$ cat src/design/cot_pkg.sv
// Shared types and constants of the clock offset tracker.
// Holds the operation and result codes, the controller states and the
// command and status structs between controller and datapath. No dependencies.
package cot_pkg;

	localparam int SAMPLE_DEPTH = 8;
	localparam int IDX_W = (SAMPLE_DEPTH > 1) ? $clog2(SAMPLE_DEPTH) : 1;
	localparam int CNT_W = $clog2(SAMPLE_DEPTH + 1);

	localparam int TIME_W  = 48;
	localparam int OFS_W   = 49;
	localparam int RTT_W   = 16;
	localparam int DELTA_W = 24;
	localparam int RATE_W  = 10;
	localparam int CFG_W   = 16;

	// Slew step: floor(rate * delta / 1e6) through a reciprocal multiply.
	localparam int PROD_W      = RATE_W + DELTA_W;
	localparam int RECIP_W     = 31;
	localparam int RECIP_SHIFT = 50;
	localparam logic [RECIP_W-1:0] RECIP = 31'd1125899906;  // floor(2^50 / 1e6)
	localparam int Q_W   = 15;
	localparam int REM_W = 21;
	localparam logic [REM_W-1:0] USEC_PER_S = 21'd1000000;

	localparam logic [CFG_W-1:0]  MAX_RTT_RST = 16'd1000;
	localparam logic [RATE_W-1:0] SLEW_RST    = 10'd25;

	typedef enum logic [0:0] {
		CFG_MAX_RTT = 1'b0,
		CFG_SLEW    = 1'b1
	} cfg_idx_t;

	typedef enum logic [1:0] {
		OP_PING = 2'd0,
		OP_ECHO = 2'd1,
		OP_TICK = 2'd2
	} op_t;

	typedef enum logic [1:0] {
		STAT_OK       = 2'd0,
		STAT_ACCEPTED = 2'd1,
		STAT_DROPPED  = 2'd2,
		STAT_NO_PING  = 2'd3
	} status_t;

	typedef enum logic [3:0] {
		ST_IDLE,
		ST_PING,
		ST_ECHO_RTT,
		ST_ECHO_CHK,
		ST_ECHO_SUM,
		ST_PUSH,
		ST_WALK,
		ST_SET,
		ST_TICK_MUL,
		ST_TICK_RECIP,
		ST_TICK_REM,
		ST_TICK_CORR,
		ST_TICK_APPLY,
		ST_DONE
	} ctl_state_t;

	typedef struct packed {
		logic    latch;
		logic    ping;
		logic    rtt_calc;
		logic    rtt_report;
		logic    ofs_sum;
		logic    push;
		logic    walk;
		logic    set_target;
		logic    tick_mul;
		logic    tick_recip;
		logic    tick_rem;
		logic    tick_corr;
		logic    tick_apply;
		logic    load_out;
		status_t status;
	} dp_cmd_t;

	typedef struct packed {
		logic no_ping;
		logic too_long;
		logic walk_last;
		logic synced;
	} dp_stat_t;

endpackage

$ cat src/design/clock_offset_tracker.sv
// Clock offset tracker built from cot_ctrl and cot_dpath, with shared types in cot_pkg.
// Each transaction steps through the controller states to ST_DONE, where its result is loaded;
// an echo visits every kept sample, and a tick before the first sync, a dropped echo and an
// echo with no pending ping skip to ST_DONE. One transaction at a time: the next is accepted
// once the result is loaded, and input is taken while a result waits for m_tready.
// Asynchronous active-low reset clears all tracker state and restores both registers.
module clock_offset_tracker (
	input  logic         clk,
	input  logic         arst_n,
	// Configuration writes: index 0 round-trip limit in ms, index 1 slew rate in ms per second.
	input  logic         cfg_we,
	input  logic [0:0]   cfg_index,
	input  logic [15:0]  cfg_data,
	// Input stream.
	input  logic         s_tvalid,
	output logic         s_tready,
	input  logic [119:0] s_tdata,  // local_time_ms[47:0], server_stamp_ms[95:48],
	                               // tick_delta_us[119:96]
	input  logic [1:0]   s_tuser,  // operation[1:0]
	// Result stream.
	output logic         m_tvalid,
	input  logic         m_tready,
	output logic [119:0] m_tdata,  // rtt_ms[15:0], target_offset_ms[64:16],
	                               // applied_offset_ms[113:65], synced[114], zero[119:115]
	output logic [1:0]   m_tuser   // status[1:0]
);
	import cot_pkg::*;

	dp_cmd_t                 cmd;
	dp_stat_t                stat;
	status_t                 out_status;
	logic [RTT_W-1:0]        out_rtt_ms;
	logic signed [OFS_W-1:0] out_target_ms;
	logic signed [OFS_W-1:0] out_applied_ms;
	logic                    out_synced;

	// The controller walks each transaction through its steps: a ping stores
	// the send time, an echo checks the pending ping, measures the round trip,
	// forms the offset, pushes it into the ring of kept samples and then visits
	// every kept sample from the oldest to find the least round trip. A tick
	// multiplies rate by elapsed time, divides by one million through a
	// reciprocal multiply with a single correction, and slews the applied offset.
	cot_ctrl u_ctrl (
		.clk      (clk),
		.arst_n   (arst_n),
		.s_tvalid (s_tvalid),
		.s_tready (s_tready),
		.op       (op_t'(s_tuser)),
		.m_tvalid (m_tvalid),
		.m_tready (m_tready),
		.stat     (stat),
		.cmd      (cmd)
	);

	cot_dpath u_dpath (
		.clk             (clk),
		.arst_n          (arst_n),
		.cfg_we          (cfg_we),
		.cfg_index       (cfg_idx_t'(cfg_index)),
		.cfg_data        (cfg_data),
		.local_time_ms   (s_tdata[47:0]),
		.server_stamp_ms (s_tdata[95:48]),
		.tick_delta_us   (s_tdata[119:96]),
		.cmd             (cmd),
		.stat            (stat),
		.out_status      (out_status),
		.out_rtt_ms      (out_rtt_ms),
		.out_target_ms   (out_target_ms),
		.out_applied_ms  (out_applied_ms),
		.out_synced      (out_synced)
	);

	// Result fields packed from the lowest bit up, padded to whole bytes.
	assign m_tdata = {5'b00000, out_synced, out_applied_ms, out_target_ms, out_rtt_ms};
	assign m_tuser = out_status;

endmodule

$ cat src/design/cot_ctrl.sv
// Controller of the clock offset tracker: sequences one transaction at a time.
// Depends on cot_pkg; drives the datapath through dp_cmd_t and reads dp_stat_t.
module cot_ctrl (
	input  logic              clk,
	input  logic              arst_n,
	input  logic              s_tvalid,
	output logic              s_tready,
	input  cot_pkg::op_t      op,
	output logic              m_tvalid,
	input  logic              m_tready,
	input  cot_pkg::dp_stat_t stat,
	output cot_pkg::dp_cmd_t  cmd
);
	import cot_pkg::*;

	ctl_state_t state_q, state_d;
	status_t    status_q, status_d;
	logic       m_tvalid_q, m_tvalid_d;

	always_ff @(posedge clk or negedge arst_n) begin
		if (!arst_n) begin
			state_q    <= ST_IDLE;
			status_q   <= STAT_OK;
			m_tvalid_q <= 1'b0;
		end else begin
			state_q    <= state_d;
			status_q   <= status_d;
			m_tvalid_q <= m_tvalid_d;
		end
	end

	always_comb begin
		state_d    = state_q;
		status_d   = status_q;
		m_tvalid_d = m_tvalid_q;
		cmd        = '0;
		cmd.status = status_q;
		s_tready   = 1'b0;
		if (m_tvalid_q && m_tready) begin
			m_tvalid_d = 1'b0;
		end
		unique case (state_q)
			ST_IDLE: begin
				s_tready = 1'b1;
				if (s_tvalid) begin
					cmd.latch = 1'b1;
					status_d  = STAT_OK;
					unique case (op)
						OP_PING: state_d = ST_PING;
						OP_ECHO: state_d = ST_ECHO_RTT;
						OP_TICK: state_d = ST_TICK_MUL;
						default: state_d = ST_DONE;
					endcase
				end
			end
			ST_PING: begin
				cmd.ping = 1'b1;
				state_d  = ST_DONE;
			end
			ST_ECHO_RTT: begin
				if (stat.no_ping) begin
					status_d = STAT_NO_PING;
					state_d  = ST_DONE;
				end else begin
					cmd.rtt_calc = 1'b1;
					state_d      = ST_ECHO_CHK;
				end
			end
			ST_ECHO_CHK: begin
				cmd.rtt_report = 1'b1;
				if (stat.too_long) begin
					status_d = STAT_DROPPED;
					state_d  = ST_DONE;
				end else begin
					cmd.ofs_sum = 1'b1;
					state_d     = ST_ECHO_SUM;
				end
			end
			ST_ECHO_SUM: begin
				cmd.push = 1'b1;
				state_d  = ST_PUSH;
			end
			ST_PUSH: begin
				cmd.walk = 1'b1;
				state_d  = stat.walk_last ? ST_SET : ST_WALK;
			end
			ST_WALK: begin
				cmd.walk = 1'b1;
				if (stat.walk_last) begin
					state_d = ST_SET;
				end
			end
			ST_SET: begin
				cmd.set_target = 1'b1;
				status_d       = STAT_ACCEPTED;
				state_d        = ST_DONE;
			end
			ST_TICK_MUL: begin
				if (!stat.synced) begin
					state_d = ST_DONE;
				end else begin
					cmd.tick_mul = 1'b1;
					state_d      = ST_TICK_RECIP;
				end
			end
			ST_TICK_RECIP: begin
				cmd.tick_recip = 1'b1;
				state_d        = ST_TICK_REM;
			end
			ST_TICK_REM: begin
				cmd.tick_rem = 1'b1;
				state_d      = ST_TICK_CORR;
			end
			ST_TICK_CORR: begin
				cmd.tick_corr = 1'b1;
				state_d       = ST_TICK_APPLY;
			end
			ST_TICK_APPLY: begin
				cmd.tick_apply = 1'b1;
				state_d        = ST_DONE;
			end
			ST_DONE: begin
				if (!m_tvalid_q || m_tready) begin
					cmd.load_out = 1'b1;
					m_tvalid_d   = 1'b1;
					state_d      = ST_IDLE;
				end
			end
			default: state_d = ST_IDLE;
		endcase
	end

	assign m_tvalid = m_tvalid_q;

endmodule

$ cat src/design/cot_dpath.sv
// Datapath of the clock offset tracker: time arithmetic, sample store,
// minimum-rtt walk, slew step and the result register. Depends on cot_pkg.
module cot_dpath (
	input  logic                         clk,
	input  logic                         arst_n,
	input  logic                         cfg_we,
	input  cot_pkg::cfg_idx_t            cfg_index,
	input  logic [cot_pkg::CFG_W-1:0]    cfg_data,
	input  logic [cot_pkg::TIME_W-1:0]   local_time_ms,
	input  logic [cot_pkg::TIME_W-1:0]   server_stamp_ms,
	input  logic [cot_pkg::DELTA_W-1:0]  tick_delta_us,
	input  cot_pkg::dp_cmd_t             cmd,
	output cot_pkg::dp_stat_t            stat,
	output cot_pkg::status_t             out_status,
	output logic [cot_pkg::RTT_W-1:0]    out_rtt_ms,
	output logic signed [cot_pkg::OFS_W-1:0] out_target_ms,
	output logic signed [cot_pkg::OFS_W-1:0] out_applied_ms,
	output logic                         out_synced
);
	import cot_pkg::*;

	localparam logic [IDX_W:0] DEPTH_L = (IDX_W + 1)'(SAMPLE_DEPTH);
	localparam logic signed [OFS_W:0] OFS_MAX = {2'b00, {(OFS_W - 1){1'b1}}};
	localparam logic signed [OFS_W:0] OFS_MIN = {2'b11, {(OFS_W - 1){1'b0}}};

	function automatic logic [IDX_W-1:0] inc_idx(input logic [IDX_W-1:0] k);
		inc_idx = (k == IDX_W'(SAMPLE_DEPTH - 1)) ? '0 : k + 1'b1;
	endfunction

	// Configuration.
	logic [CFG_W-1:0]  max_rtt_q;
	logic [RATE_W-1:0] slew_q;

	// Latched input fields.
	logic [TIME_W-1:0]  now_q, stamp_q;
	logic [DELTA_W-1:0] delta_q;

	// Tracker state.
	logic [TIME_W-1:0]       pend_q;
	logic [CNT_W-1:0]        count_q;
	logic [IDX_W-1:0]        oldest_q;
	logic signed [OFS_W-1:0] target_q, applied_q;
	logic                    sync_q;
	logic signed [OFS_W-1:0] ofs_mem_q [SAMPLE_DEPTH];
	logic [RTT_W-1:0]        rtt_mem_q [SAMPLE_DEPTH];

	// Echo working registers.
	logic [TIME_W-1:0] rtt_q;
	logic [RTT_W-1:0]  rtt_out_q;
	logic [OFS_W-1:0]  sum_q;

	// Walk registers.
	logic [IDX_W-1:0]        walk_k_q;
	logic [CNT_W-1:0]        walk_i_q;
	logic signed [OFS_W-1:0] best_ofs_q;
	logic [RTT_W-1:0]        best_rtt_q;

	// Tick working registers.
	logic [PROD_W-1:0]       prod_q;
	logic [Q_W-1:0]          q0_q, step_q;
	logic [REM_W-1:0]        rem_q;
	logic signed [OFS_W:0]   diff_q;
	logic [OFS_W:0]          mag_q;

	// Output register payload.
	status_t                 out_status_q;
	logic [RTT_W-1:0]        out_rtt_q;
	logic signed [OFS_W-1:0] out_target_q, out_applied_q;
	logic                    out_synced_q;

	// Combinational terms.
	logic [IDX_W:0]              slot_sum;
	logic [IDX_W-1:0]            slot;
	logic [IDX_W-1:0]            oldest_nxt;
	logic signed [OFS_W:0]       ofs_raw;
	logic signed [OFS_W-1:0]     ofs_sat;
	logic [PROD_W+RECIP_W-1:0]   recip_prod;
	logic [PROD_W:0]             q_times;
	logic [Q_W-1:0]              q_fix;
	logic                        take;

	assign slot_sum   = {1'b0, oldest_q} + (IDX_W + 1)'(count_q);
	assign slot       = (slot_sum >= DEPTH_L) ? IDX_W'(slot_sum - DEPTH_L) : IDX_W'(slot_sum);
	assign oldest_nxt = (count_q == CNT_W'(SAMPLE_DEPTH)) ? inc_idx(oldest_q) : oldest_q;

	assign ofs_raw = $signed({1'b0, sum_q}) - $signed({2'b00, now_q});
	always_comb begin
		if (ofs_raw > OFS_MAX) begin
			ofs_sat = OFS_MAX[OFS_W-1:0];
		end else if (ofs_raw < OFS_MIN) begin
			ofs_sat = OFS_MIN[OFS_W-1:0];
		end else begin
			ofs_sat = ofs_raw[OFS_W-1:0];
		end
	end

	assign recip_prod = {{RECIP_W{1'b0}}, prod_q} * {{PROD_W{1'b0}}, RECIP};
	assign q_times    = (PROD_W + 1)'(q0_q) * (PROD_W + 1)'(USEC_PER_S);
	assign q_fix      = q0_q + Q_W'(rem_q >= USEC_PER_S);

	assign take = (walk_i_q == '0) || (rtt_mem_q[walk_k_q] < best_rtt_q);

	assign stat.no_ping   = (pend_q == '0) || (now_q < pend_q);
	assign stat.too_long  = rtt_q > TIME_W'(max_rtt_q);
	assign stat.walk_last = walk_i_q == (count_q - 1'b1);
	assign stat.synced    = sync_q;

	always_ff @(posedge clk or negedge arst_n) begin
		if (!arst_n) begin
			max_rtt_q <= MAX_RTT_RST;
			slew_q    <= SLEW_RST;
			pend_q    <= '0;
			count_q   <= '0;
			oldest_q  <= '0;
			target_q  <= '0;
			applied_q <= '0;
			sync_q    <= 1'b0;
		end else begin
			if (cfg_we) begin
				unique case (cfg_index)
					CFG_MAX_RTT: max_rtt_q <= cfg_data;
					CFG_SLEW:    slew_q    <= cfg_data[RATE_W-1:0];
					default:     ;
				endcase
			end
			if (cmd.ping) begin
				pend_q <= now_q;
			end
			if (cmd.rtt_calc) begin
				pend_q <= '0;
			end
			if (cmd.push) begin
				if (count_q != CNT_W'(SAMPLE_DEPTH)) begin
					count_q <= count_q + 1'b1;
				end
				oldest_q <= oldest_nxt;
			end
			if (cmd.set_target) begin
				target_q <= best_ofs_q;
				if (!sync_q) begin
					applied_q <= best_ofs_q;
					sync_q    <= 1'b1;
				end
			end
			if (cmd.tick_apply && (diff_q != '0)) begin
				if (mag_q <= (OFS_W + 1)'(step_q)) begin
					applied_q <= target_q;
				end else if (diff_q[OFS_W]) begin
					applied_q <= applied_q - $signed({{(OFS_W - Q_W){1'b0}}, step_q});
				end else begin
					applied_q <= applied_q + $signed({{(OFS_W - Q_W){1'b0}}, step_q});
				end
			end
		end
	end

	// Working and payload registers carry no reset.
	always_ff @(posedge clk) begin
		if (cmd.latch) begin
			now_q     <= local_time_ms;
			stamp_q   <= server_stamp_ms;
			delta_q   <= tick_delta_us;
			rtt_out_q <= '0;
		end
		if (cmd.rtt_calc) begin
			rtt_q <= now_q - pend_q;
		end
		if (cmd.rtt_report) begin
			rtt_out_q <= (rtt_q > TIME_W'({RTT_W{1'b1}})) ? {RTT_W{1'b1}} : rtt_q[RTT_W-1:0];
		end
		if (cmd.ofs_sum) begin
			sum_q <= {1'b0, stamp_q} + OFS_W'(rtt_q[RTT_W-1:1]);
		end
		if (cmd.push) begin
			ofs_mem_q[slot] <= ofs_sat;
			rtt_mem_q[slot] <= rtt_q[RTT_W-1:0];
			walk_k_q        <= oldest_nxt;
			walk_i_q        <= '0;
		end
		if (cmd.walk) begin
			if (take) begin
				best_ofs_q <= ofs_mem_q[walk_k_q];
				best_rtt_q <= rtt_mem_q[walk_k_q];
			end
			walk_k_q <= inc_idx(walk_k_q);
			walk_i_q <= walk_i_q + 1'b1;
		end
		if (cmd.tick_mul) begin
			prod_q <= PROD_W'(slew_q) * PROD_W'(delta_q);
		end
		if (cmd.tick_recip) begin
			q0_q   <= recip_prod[RECIP_SHIFT +: Q_W];
			diff_q <= (OFS_W + 1)'(target_q) - (OFS_W + 1)'(applied_q);
		end
		if (cmd.tick_rem) begin
			rem_q <= REM_W'({1'b0, prod_q} - q_times);
			mag_q <= diff_q[OFS_W] ? (OFS_W + 1)'(-diff_q) : (OFS_W + 1)'(diff_q);
		end
		if (cmd.tick_corr) begin
			step_q <= (q_fix == '0) ? Q_W'(1) : q_fix;
		end
		if (cmd.load_out) begin
			out_status_q  <= cmd.status;
			out_rtt_q     <= rtt_out_q;
			out_target_q  <= target_q;
			out_applied_q <= applied_q;
			out_synced_q  <= sync_q;
		end
	end

	assign out_status     = out_status_q;
	assign out_rtt_ms     = out_rtt_q;
	assign out_target_ms  = out_target_q;
	assign out_applied_ms = out_applied_q;
	assign out_synced     = out_synced_q;

endmodule

$ cat config.mk
export PLATFORM = sky130hd
export DESIGN_NAME = clock_offset_tracker
export DESIGN_NICKNAME = d
export VERILOG_FILES = /design/src/design/cot_pkg.sv /design/src/design/clock_offset_tracker.sv /design/src/design/cot_ctrl.sv /design/src/design/cot_dpath.sv
export SDC_FILE = /design/constraint.sdc
export NUM_CORES = 2
export LEC_CHECK = 0
export ABC_AREA = 0
export BUFFER_PORTS_ARGS = -buffer_cell sky130_fd_sc_hd__buf_2
export CAP_MARGIN = 0
export CORE_ASPECT_RATIO = 0.9
export CORE_MARGIN = 8
export CORE_UTILIZATION = 45
export DETAILED_ROUTE_END_ITERATION = 10
export SLEW_MARGIN = 40
export SYNTH_ARGS = -nofsm -noshare
export SYNTH_HDL_FRONTEND = slang
export SYNTH_HIERARCHICAL = 1
export SYNTH_SLANG_ARGS = --single-unit
$ cat constraint.sdc
create_clock -name clk -period 11.8 [get_ports clk]
set_input_delay 0 -clock clk [delete_from_list [all_inputs] [get_ports clk]]
set_output_delay 0 -clock clk [all_outputs]
set_load 0.005 [all_outputs]
==> out/summary.txt <==
Area of the die: 0.2079 mm²
Count of boundary I/O pins: 268
Master of the slowest instance on the critical path: sky130_fd_sc_hd__edfxtp_1
Max Root-Sink Buffers: 3
Syn Area/Cell: 12.19 µm²
Final setup violating endpoints: 0
Sum of buffers and inverters on the critical path: 2
Row cnt: 153
Hold Violations, Final: 0
Cell taking the most area after synthesis: sky130_fd_sc_hd__edfxtp_1
Critical path peak fanout: 11
Area taken by flip-flops and latches: 0.03860 mm²
Max Clock Freq: 0.1218 GHz
Final nets: 9225
Synth top area cells: sky130_fd_sc_hd__edfxtp_1 39%, sky130_fd_sc_hd__fa_1 13%, sky130_fd_sc_hd__ha_1 11%
Mean number of vias per cell: 5.463
Critical path's top delay family: adder cells
RSZ-0062 raised after global routing: false
CTS tree: built
Share of the synthesized area in the top cell type: 38.86%
Clock latency of the later-clocked register in the worst-skew pair: 0.82 ns
Synth Instances: 7144
Antenna violations before repair: 7
Post-DRT Antenna Nets: 0
Startpoint-to-endpoint class of the critical path: reg -> reg
RD Place Congestion: 0.9157
Hold slack final: 0.1599 ns
Result of the run: completed
Routed wire length: 240.2 mm
Final period util: 69.58%
Crit end category: flip-flop
Fraction of layout instances using a drive strength above 1: 11.46%
First-pass GRT wire length: 363.4 mm
Clk sinks: 1317
#FFs+latches synth: 1317
Clock input transition at the sequential cells of the worst setup and hold paths: 0.06 ns
Logic depth of the worst register-to-register path: 22
Largest net degree at the start of global routing: 99
Overall global routing resource usage: 22.88%
First-pass iteration count of the detailed router: 6
# resized after CTS: 0
Final-layout setup total negative slack: 0 ns
Class of the tightest hold or removal check: in -> reg
Count of unique library cells instantiated by Yosys: 101
Worst-case register-to-register setup slack: 3.59 ns
Critical path data required time: 12.35 ns
Mapped cell area: 0.08709 mm²
X dimension of the die: 479.7 µm
Critical register-to-register path endpoint: u_dpath/q0_q[14]$_DFFE_PP_
Vias: 56880
Number of enable flip-flop cells after synthesis: 1127
Tightest Pin Transition: 0.9352 ns
Root buffer cell: sky130_fd_sc_hd__clkbuf_16
DR DRC count: 0
Cell Chain, Critical Path: inv_1 -> fa_1 -> fa_1 -> fa_1 -> fa_1 -> inv_1 -> fa_1 -> fa_1 -> fa_1 -> ha_1 -> ha_1 -> a21oi_1 -> o211ai_1 -> a21oi_1 -> nor2b_1 -> o41ai_1 -> o21ai_1 -> a21oi_1 -> a31oi_1 -> a2111oi_0 -> o21bai_1 -> xor2_1
Area added between synthesis and finish: 14.24%
Final critical-path required period: 8.211 ns
Most used flip-flop cell after synthesis: sky130_fd_sc_hd__edfxtp_1
Capture point of the worst path: u_dpath/q0_q[14]$_DFFE_PP_
Effective utilization at floorplan: 45.18%
Estimated wirelength of the detail-placed design: 181.2 mm
Global-route congestion overflow total: 0
Starting DRT DRC Count: 4550
Number of fill cells: 16540
Clock buffers created by TritonCTS: 146
Peak per-stage delay on the critical path: 0.84 ns
Area of the multi-input gates: 0.04409 mm²
Register area share after synthesis: 44.31%
Pins Over Slew Limit: 0
Max Cap Violations: 0
Count of input and output buffers: 262
WP data arrival: 8.76 ns
Hold path start: m_tready
Die Span Y: 433.4 µm
Slew margin rel.: 37.00%
H-tree depth: 4
Post-Route Skew: 0.04296 ns
Type of origin of the critical path: flip-flop
Share of flip-flops with an asynchronous set or reset after synthesis: 14.20%
Std-Cell Core Area: 0.1928 mm²
Post-CTS Setup Inserts: 0
Total number of cells along the worst setup path: 22
Crit-path most repeated cell: sky130_fd_sc_hd__fa_1
Launching point of the worst reg2reg path: u_dpath/prod_q[11]$_DFFE_PP_
Number of warning messages in the yosys log: 6
Launching element of the worst setup path: u_dpath/prod_q[11]$_DFFE_PP_
Drt wl/cell: 23.07 µm
Number of global-route vias before repair: 57600
==> cells in the final DEF (no fill, tap or decap), types with 32 or more instances in the layout <==
| master | count |
|---|---|
| sky130_fd_sc_hd__mux4_2 | 130 |
| sky130_fd_sc_hd__clkbuf_16 | 148 |
| sky130_fd_sc_hd__clkbuf_1 | 35 |
| sky130_fd_sc_hd__xnor2_1 | 263 |
| sky130_fd_sc_hd__o21bai_1 | 35 |
| sky130_fd_sc_hd__a21oi_1 | 377 |
| sky130_fd_sc_hd__buf_2 | 261 |
| sky130_fd_sc_hd__nand2b_1 | 47 |
| sky130_fd_sc_hd__ha_1 | 799 |
| sky130_fd_sc_hd__dlygate4sd3_1 | 301 |
| sky130_fd_sc_hd__mux2i_1 | 60 |
| sky130_fd_sc_hd__inv_1 | 1003 |
| sky130_fd_sc_hd__xor2_1 | 150 |
| sky130_fd_sc_hd__nor3_1 | 68 |
| sky130_fd_sc_hd__a21o_1 | 159 |
| sky130_fd_sc_hd__o21a_1 | 61 |
| sky130_fd_sc_hd__nor2_1 | 350 |
| sky130_fd_sc_hd__fa_1 | 550 |
| sky130_fd_sc_hd__dfrtp_1 | 176 |
| sky130_fd_sc_hd__o211ai_1 | 32 |
| sky130_fd_sc_hd__o21ai_1 | 46 |
| sky130_fd_sc_hd__and3_1 | 39 |
| sky130_fd_sc_hd__nand2_1 | 388 |
| sky130_fd_sc_hd__nand3_1 | 75 |
| sky130_fd_sc_hd__mux2_2 | 136 |
| sky130_fd_sc_hd__buf_4 | 39 |
| sky130_fd_sc_hd__o21ai_0 | 190 |
| sky130_fd_sc_hd__edfxtp_1 | 1127 |
| sky130_fd_sc_hd__nor2b_1 | 60 |
| sky130_fd_sc_hd__and2_1 | 149 |
| sky130_fd_sc_hd__nor4_1 | 47 |
| sky130_fd_sc_hd__nand4_1 | 46 |
==> cell families (layout without fill, tap and decap cells) <==
group / after synthesis / count (layout) / synth area share, %
xor+xnor: 414 / 414 / 4.163
other cells: 1 / 8 / 0.004306
mux: 326 / 326 / 5.810
compound gates: 1164 / 1164 / 8.553
buf+inv: 1194 / 1898 / 5.311
flops: 1317 / 1317 / 44.31
fa+ha+maj: 1349 / 1349 / 24.12
simple gates: 1379 / 1379 / 7.726
==> worst min path at each step <==
| stage | to | slack [ns] | cells past startpoint |
|---|---|---|---|
| 3_3_place_gp | u_dpath/max_rtt_q[14]$_DFFE_PN0P_ | 0.06 | 1 |
| 4_1_cts | u_dpath/max_rtt_q[3]$_DFFE_PN1P_ | 0.08 | 5 |
| 2_1_floorplan | u_ctrl/m_tvalid$_DFF_PN0_ | -0.30 | 0 |
| 6_report | u_ctrl/m_tvalid$_DFF_PN0_ | 0.16 | 4 |
| 5_1_grt | u_ctrl/m_tvalid$_DFF_PN0_ | 0.15 | 4 |
| 3_5_place_dp | u_dpath/max_rtt_q[12]$_DFFE_PN0P_ | -0.11 | 1 |
==> through the flow <==
step / std cells / area (µm²) / setup slack (ns) / util, %
finish: 10410 / 99500 / 3.589 / 51.62
global route: 10410 / 99500 / 3.095 / 51.62
CTS: 10410 / 99410 / 3.529 / 51.57
detailed placement: 9837 / 91530 / 3.593 / 47.48
global placement: 9833 / 91360 / 3.786 / 47.39
floorplan: 7148 / 87110 / 2.943 / -
==> layout make-up <==
type / instances / share of cell area, %
clock inverter: 80 / 0.9607
antenna: 3 / 0.007545
clock buffer: 188 / 3.917
timing repair buffer: 627 / 5.016
tap: 2557 / 3.215
multi-input combinational: 4637 / 44.31
inverter: 1003 / 3.784
sequential: 1317 / 38.79
==> cells in the mapped netlist (all sizes together) (8+ instances only) <==
master      n
nand2     388
ha        799
a211o      16
a22oi      16
o21a       61
a2111oi     9
o211ai     32
or3        16
nand4      46
buf        56
o41ai      18
mux2      136
a21o      159
a31oi      24
nor3b       9
nand2b     52
inv      1003
o21bai     35
a21boi     21
mux4      130
nor2b      63
and2      152
nor4       51
xnor2     264
o31a       10
o31ai      29
a41oi      11
a211oi     26
nor2      359
fa        550
a311oi      8
or2        15
a21oi     379
nand3      75
dfrtp     178
and3       39
edfxtp   1127
and4        9
xor2      150
mux2i      60
o21ai     238
nor3       76
clkbuf    135
dfstp       9
==> routing by layer <==
layer	up-vias	track usage (%)	wire length (µm)
met4	0	5.195	5377
met3	262	3.046	11960
met5	-	0	0
met2	1544	37.03	112700
li1	26250	-	-
met1	28830	33.04	110200
==> flip-flops by register name (all words and copies together), names as in the netlist, 50 cells and up, named ones only <==
register           count
u_dpath/rtt_mem_q    128
u_dpath/mag_q         50
u_dpath/ofs_mem_q    392
u_dpath/diff_q        50
==> worst register-to-register path, cell delays in order, from the launching register on <==
cell	delay, ns
sky130_fd_sc_hd__edfxtp_1	0.84
sky130_fd_sc_hd__inv_1	0.36
sky130_fd_sc_hd__fa_1	0.58
sky130_fd_sc_hd__fa_1	0.57
sky130_fd_sc_hd__fa_1	0.44
sky130_fd_sc_hd__fa_1	0.40
sky130_fd_sc_hd__inv_1	0.09
sky130_fd_sc_hd__fa_1	0.40
sky130_fd_sc_hd__fa_1	0.47
sky130_fd_sc_hd__fa_1	0.49
sky130_fd_sc_hd__ha_1	0.32
sky130_fd_sc_hd__ha_1	0.35
sky130_fd_sc_hd__a21oi_1	0.24
sky130_fd_sc_hd__o211ai_1	0.15
sky130_fd_sc_hd__a21oi_1	0.16
sky130_fd_sc_hd__nor2b_1	0.08
sky130_fd_sc_hd__o41ai_1	0.54
sky130_fd_sc_hd__o21ai_1	0.26
sky130_fd_sc_hd__a21oi_1	0.23
sky130_fd_sc_hd__a31oi_1	0.20
sky130_fd_sc_hd__a2111oi_0	0.47
sky130_fd_sc_hd__o21bai_1	0.17
sky130_fd_sc_hd__xor2_1	0.16
==> timing repair <==
action	CTS	global route
endpoints found under the setup margin	0	0
hold buffers	302	0
endpoints found under the hold margin	392	0
Power is left out: the tool's default activity adds up to more than one toggle a clock period on the data nets, which glitch-free logic cannot reach.
